$ cat src/rtl/kcj_pkg.sv
// ----------------------------------------------------------------------------
// kcj_pkg
// Types, constants and helpers of the cascaded scalar Kalman filter.
// ----------------------------------------------------------------------------
`default_nettype none
package kcj_pkg;

  localparam int CHANNELS  = 5;
  localparam int GAIN_BITS = 16;
  localparam int LIMITS    = 4;

  localparam logic [2:0] CH_HEAD = 3'd0;
  localparam logic [2:0] CH_LAST = 3'd4;

  typedef enum logic [3:0] {
    ST_IDLE,
    ST_TDIFF,
    ST_CHECK,
    ST_PRED,
    ST_DIVGO,
    ST_DIV,
    ST_MULG,
    ST_MULP,
    ST_FIN
  } kcj_state_t;

  typedef struct packed {
    logic        start;
    logic [31:0] pm;
    logic [32:0] den;
  } kcj_div_req_t;

  typedef struct packed {
    logic        done;
    logic [15:0] k;
  } kcj_div_rsp_t;

  function automatic logic [30:0] fixed_lim(input longint whole, input int fb);
    longint v;
    v = whole <<< fb;
    if (v > 64'sh7FFF_FFFF) begin
      return 31'h7FFF_FFFF;
    end
    return v[30:0];
  endfunction

endpackage
`default_nettype wire

$ cat src/rtl/kcj_in_if.sv
// ----------------------------------------------------------------------------
// kcj_in_if
// Sample channel: channel number, sample and noise terms.
// ----------------------------------------------------------------------------
`default_nettype none
interface kcj_in_if;
  logic               valid;
  logic               ready;
  logic [2:0]         channel;
  logic signed [31:0] sample;
  logic [30:0]        process_noise;
  logic [30:0]        measure_noise;
  modport source (output valid, channel, sample, process_noise, measure_noise,
                  input ready);
  modport sink   (input valid, channel, sample, process_noise, measure_noise,
                  output ready);
endinterface
`default_nettype wire

$ cat src/rtl/kcj_out_if.sv
// ----------------------------------------------------------------------------
// kcj_out_if
// Result channel: filtered estimate and status flags.
// ----------------------------------------------------------------------------
`default_nettype none
interface kcj_out_if;
  logic               valid;
  logic               ready;
  logic signed [31:0] estimate;
  logic               reseeded;
  logic               count_clear;
  modport source (output valid, estimate, reseeded, count_clear, input ready);
  modport sink   (input valid, estimate, reseeded, count_clear, output ready);
endinterface
`default_nettype wire

$ cat src/rtl/kcj_cfg_if.sv
// ----------------------------------------------------------------------------
// kcj_cfg_if
// Register write channel: index and data.
// ----------------------------------------------------------------------------
`default_nettype none
interface kcj_cfg_if;
  logic        valid;
  logic        ready;
  logic [7:0]  index;
  logic [30:0] data;
  modport source (output valid, index, data, input ready);
  modport sink   (input valid, index, data, output ready);
endinterface
`default_nettype wire

$ cat src/rtl/kalman_cascade_with_jump_reset.sv
// ----------------------------------------------------------------------------
// kalman_cascade_with_jump_reset
// Five-channel scalar Kalman filter with jump and drift re-seeding.
// ----------------------------------------------------------------------------
// Usage:
//   in_ch  : one sample per transfer (channel, Q16.16 sample, Q and R).
//   out_ch : one result per sample (estimate, reseeded, count_clear).
//   cfg_ch : jump thresholds, index 0..3; always ready, other indexes ignored.
// A sample passes from transfer to result through difference, check,
// prediction, divider start, the restoring divider for the gain, and two
// passes through one shared 17x33 multiplier. When pm + R is zero or R is
// zero the divider answers without iterating.
// Channels 5..7 skip the datapath and return zero.
// in_ch is ready only while the sequencer is idle, from the cycle after each
// result is loaded, so a new sample is taken only once the last one is done.
// The result sits in an output register; the next sample is accepted while
// it waits. If the receiver stalls, the following sample finishes and holds
// in its last step until the output register frees.
// Reset (synchronous, active low) clears estimates, variances and drift
// history, loads the default thresholds and sets the channel 1 cascade flag.
// ----------------------------------------------------------------------------
`default_nettype none
module kalman_cascade_with_jump_reset #(
  parameter int FRAC_BITS = 16
) (
  input wire logic clk,
  input wire logic rst_n,
  kcj_in_if.sink    in_ch,
  kcj_out_if.source out_ch,
  kcj_cfg_if.sink   cfg_ch
);
  import kcj_pkg::*;

  localparam logic [30:0] LIM_RST0 = fixed_lim(250, FRAC_BITS);
  localparam logic [30:0] LIM_RST1 = fixed_lim(25, FRAC_BITS);
  localparam logic [30:0] LIM_RST2 = fixed_lim(15, FRAC_BITS);
  localparam logic [30:0] LIM_RST3 = fixed_lim(10, FRAC_BITS);
  localparam logic [30:0] LIM_CH4  = fixed_lim(10, FRAC_BITS);
  localparam logic [31:0] VAR_ONE  = 32'(64'd1 << FRAC_BITS);

  kcj_state_t state_r, state_nxt;

  logic [30:0]        lim_r [LIMITS];
  logic signed [31:0] est_r [CHANNELS];
  logic [31:0]        var_r [CHANNELS];
  logic [11:0]        hist_r [3];
  logic [2:0]         casc_r, casc_nxt;

  logic [2:0]         ch_r;
  logic               bad_r;
  logic signed [31:0] z_r, last_r, x_r, x_nxt;
  logic [31:0]        p_r, p_nxt, pm_r;
  logic [30:0]        q_r, r_r;
  logic [32:0]        den_r;
  logic signed [32:0] t_r, diff_r, diff_nxt;
  logic [15:0]        k_r;
  logic signed [50:0] prod_r;
  logic               seed_r, seed_nxt, clr_r, clr_nxt;
  logic [11:0]        hist_nxt;
  logic               hist_we;

  logic               out_valid_r;
  logic signed [31:0] out_est_r;
  logic               out_seed_r, out_clr_r;

  kcj_div_req_t div_req;
  kcj_div_rsp_t div_rsp;

  logic [16:0]        mul_a;
  logic signed [32:0] mul_b;
  logic signed [50:0] mul_p;

  logic               in_xfer, out_free;
  logic [30:0]        d;
  logic signed [36:0] t37, t5, t2, d1, d2, d4;
  logic               p1, n1, p2, n2, p3, n3, jump, drift, casc_hit;
  logic [11:0]        h, nh;
  logic signed [32:0] hsum;
  logic signed [50:0] gsh;
  logic [32:0]        pm_sum;

  kcj_div u_div (.clk(clk), .rst_n(rst_n), .req(div_req), .rsp(div_rsp));

  assign in_ch.ready   = (state_r == ST_IDLE);
  assign in_xfer       = in_ch.valid && in_ch.ready;
  assign cfg_ch.ready  = 1'b1;
  assign out_free      = !out_valid_r || out_ch.ready;
  assign out_ch.valid       = out_valid_r;
  assign out_ch.estimate    = out_est_r;
  assign out_ch.reseeded    = out_seed_r;
  assign out_ch.count_clear = out_clr_r;

  assign div_req.start = (state_r == ST_DIVGO);
  assign div_req.pm    = pm_r;
  assign div_req.den   = den_r;

  always_comb begin
    if (state_r == ST_MULG) begin
      mul_a = {1'b0, k_r};
      mul_b = diff_r;
    end else begin
      mul_a = 17'h1_0000 - {1'b0, k_r};
      mul_b = $signed({1'b0, pm_r});
    end
    mul_p = $signed({1'b0, mul_a}) * mul_b;
  end

  // jump and drift check and re-seed decision
  always_comb begin
    unique case (ch_r)
      3'd0:    d = lim_r[0];
      3'd1:    d = lim_r[1];
      3'd2:    d = lim_r[2];
      3'd3:    d = lim_r[3];
      default: d = LIM_CH4;
    endcase
    t37  = {{4{t_r[32]}}, t_r};
    t5   = (t37 <<< 2) + t37;
    t2   = t37 <<< 1;
    d1   = $signed({6'b0, d});
    d2   = d1 <<< 1;
    d4   = d1 <<< 2;
    h    = (ch_r < 3'd3) ? hist_r[ch_r[1:0]] : '0;
    p1   = (ch_r < 3'd3) && (t5 > d4);
    n1   = (ch_r < 3'd3) && (t5 < -d4);
    p2   = (ch_r < 3'd2) && (t2 > d1);
    n2   = (ch_r < 3'd2) && (t2 < -d1);
    p3   = (ch_r == CH_HEAD) && (t5 > d2);
    n3   = (ch_r == CH_HEAD) && (t5 < -d2);
    jump = (t37 > d1) || (t37 < -d1);
    drift = (p1 && h[0]) || (n1 && h[1]) || (p2 && h[2] && h[3]) ||
            (n2 && h[4] && h[5]) || (p3 && h[6] && h[7] && h[8]) ||
            (n3 && h[9] && h[10] && h[11]);
    nh = {h[10:9], n3, h[7:6], p3, h[4], n2, h[2], p2, n1, p1};
    hsum = ($signed({z_r[31], z_r}) + $signed({last_r[31], last_r})) >>> 1;
    casc_hit = (ch_r != CH_HEAD) && (ch_r < CH_LAST) && casc_r[2'(ch_r - 3'd1)];

    casc_nxt = casc_r;
    seed_nxt = 1'b0;
    clr_nxt  = 1'b0;
    x_nxt    = z_r;
    hist_we  = 1'b0;
    hist_nxt = drift ? '0 : nh;
    if (ch_r == CH_HEAD) begin
      hist_we  = 1'b1;
      seed_nxt = drift || jump;
      clr_nxt  = !drift && jump;
      x_nxt    = drift ? hsum[31:0] : z_r;
      if (seed_nxt) begin
        casc_nxt[0] = 1'b1;
      end
    end else if (ch_r == CH_LAST) begin
      seed_nxt = jump;
    end else if (casc_hit) begin
      seed_nxt = 1'b1;
      casc_nxt[2'(ch_r - 3'd1)] = 1'b0;
      if (ch_r < 3'd3) begin
        casc_nxt[ch_r[1:0]] = 1'b1;
      end
    end else begin
      hist_we  = (ch_r < 3'd3);
      seed_nxt = drift || jump;
      x_nxt    = hsum[31:0];
      if (seed_nxt && ch_r < 3'd3) begin
        casc_nxt[ch_r[1:0]] = 1'b1;
      end
    end
    if (!seed_nxt) begin
      x_nxt = last_r;
    end
    p_nxt    = seed_nxt ? VAR_ONE : p_r;
    diff_nxt = seed_nxt ? '0 : -t_r;
  end

  always_comb begin
    state_nxt = state_r;
    unique case (state_r)
      ST_IDLE:  if (in_xfer) state_nxt = (in_ch.channel > CH_LAST) ? ST_FIN : ST_TDIFF;
      ST_TDIFF: state_nxt = ST_CHECK;
      ST_CHECK: state_nxt = ST_PRED;
      ST_PRED:  state_nxt = ST_DIVGO;
      ST_DIVGO: state_nxt = ST_DIV;
      ST_DIV:   if (div_rsp.done) state_nxt = ST_MULG;
      ST_MULG:  state_nxt = ST_MULP;
      ST_MULP:  state_nxt = ST_FIN;
      ST_FIN:   if (out_free) state_nxt = ST_IDLE;
      default:  state_nxt = ST_IDLE;
    endcase
  end

  assign gsh    = prod_r >>> GAIN_BITS;
  assign pm_sum = {1'b0, p_r} + {2'b00, q_r};

  always_ff @(posedge clk) begin
    if (!rst_n) begin
      state_r     <= ST_IDLE;
      out_valid_r <= 1'b0;
      casc_r      <= 3'b001;
      lim_r[0]    <= LIM_RST0;
      lim_r[1]    <= LIM_RST1;
      lim_r[2]    <= LIM_RST2;
      lim_r[3]    <= LIM_RST3;
      for (int i = 0; i < CHANNELS; i++) begin
        est_r[i] <= '0;
        var_r[i] <= '0;
      end
      for (int i = 0; i < 3; i++) begin
        hist_r[i] <= '0;
      end
    end else begin
      state_r <= state_nxt;
      if (cfg_ch.valid && cfg_ch.index < 8'(LIMITS)) begin
        lim_r[cfg_ch.index[1:0]] <= cfg_ch.data;
      end
      if (state_r == ST_CHECK) begin
        casc_r <= casc_nxt;
        if (hist_we) begin
          hist_r[ch_r[1:0]] <= hist_nxt;
        end
      end
      if (state_r == ST_FIN && out_free) begin
        out_valid_r <= 1'b1;
        if (!bad_r) begin
          est_r[ch_r] <= x_r;
          var_r[ch_r] <= prod_r[47:16];
        end
      end else if (out_valid_r && out_ch.ready) begin
        out_valid_r <= 1'b0;
      end
    end
    if (in_xfer) begin
      ch_r   <= in_ch.channel;
      bad_r  <= in_ch.channel > CH_LAST;
      z_r    <= in_ch.sample;
      q_r    <= in_ch.process_noise;
      r_r    <= in_ch.measure_noise;
      last_r <= (in_ch.channel > CH_LAST) ? '0 : est_r[in_ch.channel];
      p_r    <= (in_ch.channel > CH_LAST) ? '0 : var_r[in_ch.channel];
      seed_r <= 1'b0;
      clr_r  <= 1'b0;
      x_r    <= '0;
    end
    if (state_r == ST_TDIFF) begin
      t_r <= $signed({last_r[31], last_r}) - $signed({z_r[31], z_r});
    end
    if (state_r == ST_CHECK) begin
      seed_r <= seed_nxt;
      clr_r  <= clr_nxt;
      x_r    <= x_nxt;
      p_r    <= p_nxt;
      diff_r <= diff_nxt;
    end
    if (state_r == ST_PRED) begin
      pm_r  <= pm_sum[32] ? 32'hFFFF_FFFF : pm_sum[31:0];
      den_r <= (pm_sum[32] ? 33'h0_FFFF_FFFF : pm_sum) + {2'b00, r_r};
    end
    if (state_r == ST_DIV && div_rsp.done) begin
      k_r <= div_rsp.k;
    end
    if (state_r == ST_MULG) begin
      prod_r <= mul_p;
    end
    if (state_r == ST_MULP) begin
      x_r    <= x_r + gsh[31:0];
      prod_r <= mul_p;
    end
    if (state_r == ST_FIN && out_free) begin
      out_est_r  <= x_r;
      out_seed_r <= seed_r;
      out_clr_r  <= clr_r;
    end
  end

endmodule
`default_nettype wire

$ cat src/rtl/kcj_div.sv
// ----------------------------------------------------------------------------
// kcj_div
// Restoring divider for the Q0.16 gain, one quotient bit per cycle.
// ----------------------------------------------------------------------------
`default_nettype none
module kcj_div (
  input  wire logic                  clk,
  input  wire logic                  rst_n,
  input  wire kcj_pkg::kcj_div_req_t req,
  output kcj_pkg::kcj_div_rsp_t      rsp
);
  import kcj_pkg::*;

  logic                 busy_r, busy_nxt;
  logic                 done_r, done_nxt;
  logic [4:0]           cnt_r, cnt_nxt;
  logic [33:0]          rem_r, rem_nxt;
  logic [32:0]          den_r, den_nxt;
  logic [GAIN_BITS-1:0] q_r, q_nxt;
  logic [33:0]          rem2;

  always_ff @(posedge clk) begin
    if (!rst_n) begin
      busy_r <= 1'b0;
      done_r <= 1'b0;
      cnt_r  <= '0;
    end else begin
      busy_r <= busy_nxt;
      done_r <= done_nxt;
      cnt_r  <= cnt_nxt;
    end
    rem_r <= rem_nxt;
    den_r <= den_nxt;
    q_r   <= q_nxt;
  end

  always_comb begin
    busy_nxt = busy_r;
    done_nxt = 1'b0;
    cnt_nxt  = cnt_r;
    rem_nxt  = rem_r;
    den_nxt  = den_r;
    q_nxt    = q_r;
    rem2     = {rem_r[32:0], 1'b0};
    if (req.start) begin
      den_nxt = req.den;
      rem_nxt = {2'b00, req.pm};
      if (req.den == '0) begin
        q_nxt    = '0;
        done_nxt = 1'b1;
      end else if ({1'b0, req.pm} == req.den) begin
        q_nxt    = '1;
        done_nxt = 1'b1;
      end else begin
        q_nxt    = '0;
        busy_nxt = 1'b1;
        cnt_nxt  = 5'(GAIN_BITS);
      end
    end else if (busy_r) begin
      if (rem2 >= {1'b0, den_r}) begin
        rem_nxt = rem2 - {1'b0, den_r};
        q_nxt   = {q_r[GAIN_BITS-2:0], 1'b1};
      end else begin
        rem_nxt = rem2;
        q_nxt   = {q_r[GAIN_BITS-2:0], 1'b0};
      end
      cnt_nxt = cnt_r - 5'd1;
      if (cnt_r == 5'd1) begin
        busy_nxt = 1'b0;
        done_nxt = 1'b1;
      end
    end
  end

  assign rsp.done = done_r;
  assign rsp.k    = q_r;

endmodule
`default_nettype wire

$ cat src/flat_wrapper.sv
// flat-port wrapper written by rule: the top's interface ports become plain ports
module kalman_cascade_with_jump_reset_flat import kcj_pkg::*;
#(
  parameter int FRAC_BITS = 16
)
  (clk, rst_n, in_ch_valid, in_ch_channel, in_ch_sample, in_ch_process_noise, in_ch_measure_noise, in_ch_ready, out_ch_valid, out_ch_estimate, out_ch_reseeded, out_ch_count_clear, out_ch_ready, cfg_ch_valid, cfg_ch_index, cfg_ch_data, cfg_ch_ready);
  kcj_in_if in_ch_i ();
  kcj_out_if out_ch_i ();
  kcj_cfg_if cfg_ch_i ();
  input wire logic clk;
  input wire logic rst_n;
  input wire logic [$bits(in_ch_i.valid)-1:0] in_ch_valid;
  input wire logic [$bits(in_ch_i.channel)-1:0] in_ch_channel;
  input wire logic [$bits(in_ch_i.sample)-1:0] in_ch_sample;
  input wire logic [$bits(in_ch_i.process_noise)-1:0] in_ch_process_noise;
  input wire logic [$bits(in_ch_i.measure_noise)-1:0] in_ch_measure_noise;
  output wire logic [$bits(in_ch_i.ready)-1:0] in_ch_ready;
  output wire logic [$bits(out_ch_i.valid)-1:0] out_ch_valid;
  output wire logic [$bits(out_ch_i.estimate)-1:0] out_ch_estimate;
  output wire logic [$bits(out_ch_i.reseeded)-1:0] out_ch_reseeded;
  output wire logic [$bits(out_ch_i.count_clear)-1:0] out_ch_count_clear;
  input wire logic [$bits(out_ch_i.ready)-1:0] out_ch_ready;
  input wire logic [$bits(cfg_ch_i.valid)-1:0] cfg_ch_valid;
  input wire logic [$bits(cfg_ch_i.index)-1:0] cfg_ch_index;
  input wire logic [$bits(cfg_ch_i.data)-1:0] cfg_ch_data;
  output wire logic [$bits(cfg_ch_i.ready)-1:0] cfg_ch_ready;
  assign in_ch_i.valid = in_ch_valid;
  assign in_ch_i.channel = in_ch_channel;
  assign in_ch_i.sample = in_ch_sample;
  assign in_ch_i.process_noise = in_ch_process_noise;
  assign in_ch_i.measure_noise = in_ch_measure_noise;
  assign in_ch_ready = in_ch_i.ready;
  assign out_ch_valid = out_ch_i.valid;
  assign out_ch_estimate = out_ch_i.estimate;
  assign out_ch_reseeded = out_ch_i.reseeded;
  assign out_ch_count_clear = out_ch_i.count_clear;
  assign out_ch_i.ready = out_ch_ready;
  assign cfg_ch_i.valid = cfg_ch_valid;
  assign cfg_ch_i.index = cfg_ch_index;
  assign cfg_ch_i.data = cfg_ch_data;
  assign cfg_ch_ready = cfg_ch_i.ready;
  kalman_cascade_with_jump_reset #(.FRAC_BITS(FRAC_BITS)) u_core (.clk(clk), .rst_n(rst_n), .in_ch(in_ch_i), .out_ch(out_ch_i), .cfg_ch(cfg_ch_i));
endmodule
$ cat config.mk
export PLATFORM = sky130hd
export DESIGN_NAME = kalman_cascade_with_jump_reset_flat
export DESIGN_NICKNAME = d
export VERILOG_FILES = /design/src/rtl/kcj_pkg.sv /design/src/rtl/kcj_in_if.sv /design/src/rtl/kcj_out_if.sv /design/src/rtl/kcj_cfg_if.sv /design/src/rtl/kalman_cascade_with_jump_reset.sv /design/src/rtl/kcj_div.sv /design/src/flat_wrapper.sv
export SDC_FILE = /design/constraint.sdc
export NUM_CORES = 2
export LEC_CHECK = 0
export BUFFER_PORTS_ARGS = -buffer_cell sky130_fd_sc_hd__clkbuf_2
export CORE_UTILIZATION = 40
export DETAILED_ROUTE_END_ITERATION = 16
export PLACE_DENSITY = 0.65
export SYNTH_ARGS = -nofsm -noshare
export SYNTH_HDL_FRONTEND = slang
export SYNTH_SLANG_ARGS = --single-unit
export TNS_END_PERCENT = 10
$ cat constraint.sdc
create_clock -name clk -period 7.9 [get_ports clk]
set_input_delay 0.79 -clock clk [delete_from_list [all_inputs] [get_ports clk]]
set_output_delay 0.79 -clock clk [all_outputs]
set_load 0.02 [all_outputs]
======== Word level (Yosys, flattened, before mapping) ========
Memory sizes are Yosys's and may differ from the RTL's. A register that Yosys moved wholly into a read port is not among the register bits.
Index checks and enable logic that the tools add are counted.
word-level totals
  bits in registers ....................... 490
  latch bits .............................. 0
  bits in writable memories ............... 480
  memory bits (read-only) ................. 0
  input bits .............................. 141
  output and inout bits ................... 37
  word-level logic and storage cells ...... 250
  memories kept ........................... 4
cells by class
  add/subtract/negate cells ............... 14
  multipliers ............................. 1
  div/mod/pow operators ................... 0
  $lt $le $gt $ge ......................... 18
  equal/unequal tests ..................... 22
  shifts and indexed selects .............. 0
  multiplexer cells ....................... 96
  bitwise operators ....................... 6
  reduce and logical (&&, ||, !) cells .... 60
memory list
  name           words  width  read ports  clocked after Yosys merged registers in  write ports  line                                  source
  u_core.est_r   5      32     1           1                                        5            kalman_cascade_with_jump_reset.sv:44  logic signed [31:0] est_r [CHANNELS];
  u_core.var_r   5      32     1           0                                        5            kalman_cascade_with_jump_reset.sv:45  logic [31:0] var_r [CHANNELS];
  u_core.lim_r   4      31     4           0                                        4            kalman_cascade_with_jump_reset.sv:43  logic [30:0] lim_r [LIMITS];
  u_core.hist_r  3      12     1           1                                        3            kalman_cascade_with_jump_reset.sv:46  logic [11:0] hist_r [3];
operator list
  operator                                                    number
  32-bit two-way mux                                          17
  31-bit one-hot mux with 4 select lines                      1
  48-bit two-way mux                                          2
  37-bit < comparator                                         2
  33-bit two-way mux                                          2
  16-bit two-way mux                                          4
  32-bit OR reduction                                         2
  18-bit by 33-bit multiplier with 48-bit output              1
  1-bit two-way mux                                           45
  37-bit by 33-bit greater-than comparator with 1-bit output  1
  37-bit by 34-bit greater-than comparator with 1-bit output  1
  33-bit by 37-bit < comparator with 1-bit output             1
  34-bit by 37-bit < comparator with 1-bit output             1
  31-bit negator with 37-bit output                           1
  32-bit negator with 37-bit output                           1
  33-bit negator with 37-bit output                           1
  35-bit by 33-bit adder with 36-bit output                   1
  12-bit two-way mux                                          3
  4-bit one-hot mux with 9 select lines                       1
  34-bit by 33-bit >= comparator with 1-bit output            1
  34-bit by 32-bit greater-than comparator with 1-bit output  1
  32-bit by 31-bit adder with 33-bit output                   1
  32-bit by 32-bit adder with 33-bit output                   1
  33-bit by 31-bit adder with 33-bit output                   1
  other kinds (50)                                            124

======== Logic depth before layout (Yosys ltp) ========
  word-level depth ........................ 18
  mapped depth ............................ 34
  gate-level depth less buffers ........... 33

======== Modules after synthesis ========
Synthesis repeated with hierarchy kept, for this count alone.
unflattened totals
  cell total of the unflattened synthesis .. 7352
  area total of the unflattened synthesis .. 80245.7 um^2
by module, submodules not included
  module                          times used  cells each  area each (um^2)  sequential area each (um^2)
  kalman_cascade_with_jump_reset  1           6761        74078.5           30048.8
  kcj_div                         1           591         6167.2            2592.5

======== Worst setup path after synthesis ========
Ideal clock, no wire load.
  path type ............................... flip-flop to flip-flop
  from .................................... reg u_core.state_r[3]
  to ...................................... reg u_core.prod_r[44], data pin
  setup time .............................. 0.180 ns
  arrival ................................. 8.279 ns
  data required time ...................... 7.720 ns
  path slack .............................. -0.559 ns
  stages on the path, launching flop included .. 33
  buffers on the path ..................... 4
  clock period less this slack ............ 8.459 ns
  cell sequence ........................... dfxtp_1 clkbuf_1 nor3_1 clkbuf_1 clkbuf_1 nand2_1 nand2_1 clkbuf_1 nand2_1 fa_1 inv_1 fa_1 inv_1 fa_1 inv_1 fa_1 fa_1 inv_1 fa_1 inv_1 ha_1 a21o_1 a21oi_1 o21a_1 a31o_2 o31ai_1 a21oi_1 a311oi_1 a41oi_1 a211oi_1 o21a_1 o21ai_0 a221oi_1
on the way
  longest elaborated chain between the ends .. 5
  elaborated cells between the ends (all ways) .. 7
ends and longest elaborated chain
  what                                                      line                                   source
  from (decl)                                               kalman_cascade_with_jump_reset.sv:41   kcj_state_t state_r, state_nxt;
  from (signal assigned)                                    kalman_cascade_with_jump_reset.sv:211  state_r <= state_nxt;
  4-bit by 3-bit == test with 1-bit output (*)              kalman_cascade_with_jump_reset.sv:98   if (state_r == ST_MULG) begin
  17-bit two-way mux or 33-bit two-way mux (tied branches)  kalman_cascade_with_jump_reset.sv:98
  18-bit by 33-bit multiplier with 48-bit output (*)        kalman_cascade_with_jump_reset.sv:105  mul_p = $signed({1'b0, mul_a}) * mul_b;
  named net u_core.mul_p[44]                                kalman_cascade_with_jump_reset.sv:71   logic signed [50:0] mul_p;
  48-bit two-way mux                                        kalman_cascade_with_jump_reset.sv:260  if (state_r == ST_MULG) begin
  48-bit two-way mux (*)                                    kalman_cascade_with_jump_reset.sv:263  if (state_r == ST_MULP) begin
  to (signal assigned)                                      kalman_cascade_with_jump_reset.sv:261  prod_r <= mul_p;
  to (signal assigned)                                      kalman_cascade_with_jump_reset.sv:265  prod_r <= mul_p;
  to (decl)                                                 kalman_cascade_with_jump_reset.sv:57   logic signed [50:0] prod_r;
The timed path passes the listed nets; every way through them passes the cells marked *. The select of a mux whose other input is x is not followed.
A chain may end at the register's enable or synchronous reset.

======== Worst setup path in the final report ========
  from .................................... reg u_core.k_r[5]
  to ...................................... reg u_core.prod_r[44], data pin
on the way
  longest elaborated chain between the ends .. 5
ends and longest elaborated chain
  what                                                line                                   source
  from (decl)                                         kalman_cascade_with_jump_reset.sv:56   logic [15:0] k_r;
  from (signal assigned)                              kalman_cascade_with_jump_reset.sv:258  k_r <= div_rsp.k;
  17-bit by 16-bit subtractor with 17-bit output      kalman_cascade_with_jump_reset.sv:102  mul_a = 17'h1_0000 - {1'b0, k_r};
  17-bit two-way mux (*)                              kalman_cascade_with_jump_reset.sv:98
  18-bit by 33-bit multiplier with 48-bit output (*)  kalman_cascade_with_jump_reset.sv:105
  named net u_core.mul_p[44]                          kalman_cascade_with_jump_reset.sv:71
  48-bit two-way mux                                  kalman_cascade_with_jump_reset.sv:260
  48-bit two-way mux (*)                              kalman_cascade_with_jump_reset.sv:263
Marked as above.

==> impl_results.rst <==
.. list-table::
   :header-rows: 1

   * - Metric
     - Value
   * - Worst clock skew
     - 124.4 ps
   * - Worst-case setup margin in the final layout
     - -55.41 ps
   * - Worst-margin pin slew
     - between 1000 and 1500 ps
   * - Cell depth of the worst flop-to-flop path
     - 34
   * - RSZ-0062 raised after global routing
     - true
   * - Data arrival at the endpoint of the critical path
     - 8460 ps
   * - Proportion of layout cells with a drive suffix above 1
     - 0.1473
   * - Total instance count after detailed placement
     - 10350
   * - Kind of start point of the critical path
     - flop
   * - Top library cells by usage in the layout, fill and taps aside
     - 1075 x edfxtp_1, 873 x inv_1, 797 x nand2_1, 575 x ha_1, 509 x fa_1
   * - Root cell of the clock tree
     - clkbuf_16
   * - Via count of the first global-routing pass
     - 59390
   * - Type of the setup path with the least slack
     - flop to flop
   * - Most common library cell in the layout ignoring fill and taps
     - edfxtp_1
   * - DP HPWL
     - 182800 um
   * - Synth Register Bits
     - around 1100
   * - Power Internal
     - 12.79 mW
   * - Worst path required time
     - 8410 ps
   * - Fin crit period
     - 7955 ps
   * - Switching power
     - approximately 6.6 mW
   * - Worst hold path stage count
     - 1
   * - Relative contribution of the clock network to total power
     - 0.289
   * - Register area share after synthesis
     - 0.4091
   * - Netlist area before placement
     - 79800 um^2
   * - Area of all sequential standard cells
     - between 30000 and 40000 um^2
   * - Multi-input gate area
     - 43580 um^2
   * - Clock buffers created by TritonCTS
     - roughly 110
   * - Setup-failing EPs final
     - 3
   * - Average detailed-routed wire length per instance
     - 22.76 um
   * - Total Die Area
     - 201300 um^2
   * - Total Wirelength
     - 241100 um
   * - Remaining antenna violation count after routing
     - 0
   * - Switching share of power
     - 0.3414
   * - Number of filler instances in the final layout
     - around 18000
   * - Detailed router's first-iteration violation count
     - between 5000 and 6000
   * - Portion of the clock cycle consumed by the worst path in the final layout
     - 1.007
   * - Largest net degree at the start of global routing
     - 73
   * - Final core utilization
     - 0.4648
   * - Clk pin slew, worst setup/hold paths
     - 60 ps
   * - Routability Congestion
     - 0.9602
   * - DR vias/cell
     - 5.493
   * - Die width
     - around 450 um
   * - Router iterations before antenna repair
     - 8
   * - Remaining max-slew budget at the tightest pin
     - 0.1976
   * - Crit path capture type
     - flop
   * - Total number of clock tree sinks
     - roughly 1100
   * - Total routing usage reported by global routing
     - 0.2374
   * - Worst-path maximum fanout
     - 4
   * - Violations in the final reports
     - setup timing
   * - Clock tree from TritonCTS
     - done
   * - Initial antenna violation count
     - 11
   * - Nets in the synthesized netlist
     - 8616
   * - Post-synthesis instance total
     - 7359
   * - Final Net Count
     - 9112
   * - Power share of the combinational group
     - 0.344
   * - Dominant register cell in the synthesized netlist
     - edfxtp_1
   * - Critical Path Max Stage Delay
     - 570 ps
   * - Final design area excluding fillers
     - 91950 um^2
   * - Proportion of register bits with asynchronous set or reset after synthesis
     - 0
   * - Number of max-slew violations in the final report
     - 0
   * - DRC violation count after routing
     - 0
   * - EDFF count, synth
     - about 1100
   * - Top achievable clock speed
     - 125.7 MHz
   * - Vertical die dimension
     - about 450 um
   * - Core area
     - between 150000 and 200000 um^2
   * - Ratio of total power to cell area
     - 211.1 nW/um^2
   * - Synthesis Warnings
     - 0
   * - Most frequent cell on the critical path
     - fa_1
   * - Pre-CTS setup slack
     - -710.4 ps
   * - Total count of hold-check failures in the final report
     - 0
   * - Maximum vdd ir drop
     - 0.2132 mV
   * - Result of the run
     - finished with violations
   * - Final Power
     - 19.41 mW
   * - Power share of the sequential group
     - 0.368
   * - Detailed-route via count
     - 58210
   * - GR Overflow Total
     - 0
   * - Count of distinct cell types in the synthesized netlist
     - 87
   * - Slowest CP cell
     - fa_1
   * - Post-route non-filler standard cell count
     - 10600
   * - Row cnt
     - 163
   * - Layout area overhead
     - 15.23%
   * - Count of port buffers added during placement
     - 176
   * - Maximum level of the CTS H-tree
     - 3
   * - LEAKAGE
     - about 40 nW
   * - Worst-Skew Late Latency
     - slightly below 800 ps
   * - Worst hold path type
     - primary input to flop
   * - Global-route wire length before repair
     - 365300 um
   * - Io pins
     - 178
   * - Area post-placement
     - 87100 um^2
   * - Max-Cap Viols
     - 0
   * - Average footprint of a synthesized cell
     - approximately 11 um^2
   * - Maximum clock path buffer count
     - 3
   * - Starting Density
     - 0.4034
[what timing repair did]
| item | in CTS | in global routing |
|---|---|---|
| hold buffers | 0 | 0 |
| hold endpoints to repair | 0 | 0 |
| endpoints found under the setup margin | 13 | 75 |
| setup buffers | 18 | 18 |
| pin swaps | 58 | 98 |
| gates resized for setup | 55 | 86 |
[layer usage]
layer / track usage / wire length (um) / share of wire / vias to the layer above
met5: 0 / 55 / 0.00023 / -
met3: 0.03296 / 17190 / 0.071 / 475
met1: 0.3162 / 100300 / 0.42 / 29090
met4: 0.09883 / 11360 / 0.047 / 8
met2: 0.3882 / 112200 / 0.47 / 2202
li1: - / - / - / 26430
[worst max-delay path: cells and delay by family (launching register included)]
family	cells	cell delay (ps)
and+or+nand+nor	6	820
xor gates and xnor gates	1	190
AOI/OAI and AO/OA	12	2220
DFF	1	410
buffers and inverters	8	930
adders and majority gates	7	3200
[area by class of cell]
type	instances	share of cell area
Antenna cell	2	0.00005443
Clock buffer	133	0.03180
Clock inverter	83	0.01080
Inverter	892	0.03647
Multi-Input combinational cell	5088	0.4740
Sequential cell	1093	0.3550
Tap cell	2640	0.03592
Timing Repair Buffer	666	0.05595
[synthesized netlist by cell type (17+ instances only)]
master	n	area share
dfxtp_1	18	0.0045
a211oi_1	33	0.0031
a31oi_1	32	0.0025
mux4_2	107	0.030
nor2_1	520	0.024
o21a_1	50	0.0047
edfxtp_1	1075	0.40
inv_1	892	0.042
fa_1	522	0.13
o211ai_1	17	0.0016
or2_2	19	0.0015
nand2b_1	70	0.0055
a21o_1	145	0.014
a21oi_1	313	0.020
nand3_1	73	0.0046
nor2b_1	78	0.0061
ha_1	594	0.093
mux2i_1	92	0.012
nor3_1	97	0.0061
clkbuf_1	243	0.011
or3_1	32	0.0025
xnor2_1	215	0.024
a222oi_1	31	0.0039
nand2_1	810	0.038
nand4_1	62	0.0049
and3_1	169	0.013
o221ai_2	20	0.0038
and2_1	319	0.025
xor2_1	126	0.014
buf_1	20	0.00094
nor4_1	42	0.0033
o21ai_0	234	0.015
o21bai_1	36	0.0034
[through the flow]
| step | TNS (ps) | hold WS (ps) |
|---|---|---|
| 5_1_grt | -2042 | 150.9 |
| 2_1_floorplan | -85.17 | 400.3 |
| 3_3_place_gp | -3030 | 408.3 |
| 6_report | -131.0 | 179.0 |
| 4_1_cts | 0 | 129.1 |
| 3_5_place_dp | -4563 | 404.5 |
[state kept, by name, indices dropped and copies added (netlist names), 33 cells and up, named ones only]
register / flops
u_core.lim_r: 124
u_core.est_r: 160
u_core.u_div.rem_r: 33
u_core.den_r: 33
u_core.t_r: 33
u_core.u_div.den_r: 33
u_core.var_r: 253
u_core.diff_r: 33
u_core.hist_r: 48
[power groups by stage]
stage,Combinational [mW],Sequential [mW],Clock (mW)
2_1_floorplan,3.94,7.13,0
3_3_place_gp,6.18,7.25,0
3_5_place_dp,6.28,7.25,0
4_1_cts,6.45,7.13,5.67
5_1_grt,7.32,7.16,5.88
6_report,6.67,7.14,5.60
[kinds of logic (layout without fill, tap and decap cells)]
| kind of cell | after synthesis | after routing | synth area share |
|---|---|---|---|
| buffers and inverters | 1178 | 1774 | 0.05626 |
| and+or+nand+nor | 2353 | 2353 | 0.1419 |
| xor gates and xnor gates | 341 | 341 | 0.03743 |
| muxes | 205 | 205 | 0.04259 |
| adders and majority gates | 1119 | 1119 | 0.2245 |
| other | 1 | 3 | 0.00004700 |
| AOI/OAI and AO/OA | 1069 | 1069 | 0.08825 |
| DFF | 1093 | 1093 | 0.4091 |
[path summary, 6_finish.rpt]
check,startpoint,endpoint,slack (ps)
hold reg to reg,u_core.seed_r,u_core.out_ch.reseeded,420
setup / recovery,u_core.k_r[5],u_core.prod_r[44],-60
setup reg to reg,u_core.k_r[5],u_core.prod_r[44],-60
hold / removal,in_ch_sample[6],u_core.z_r[6],180
Note: power is estimated with default switching activity, not from simulation.
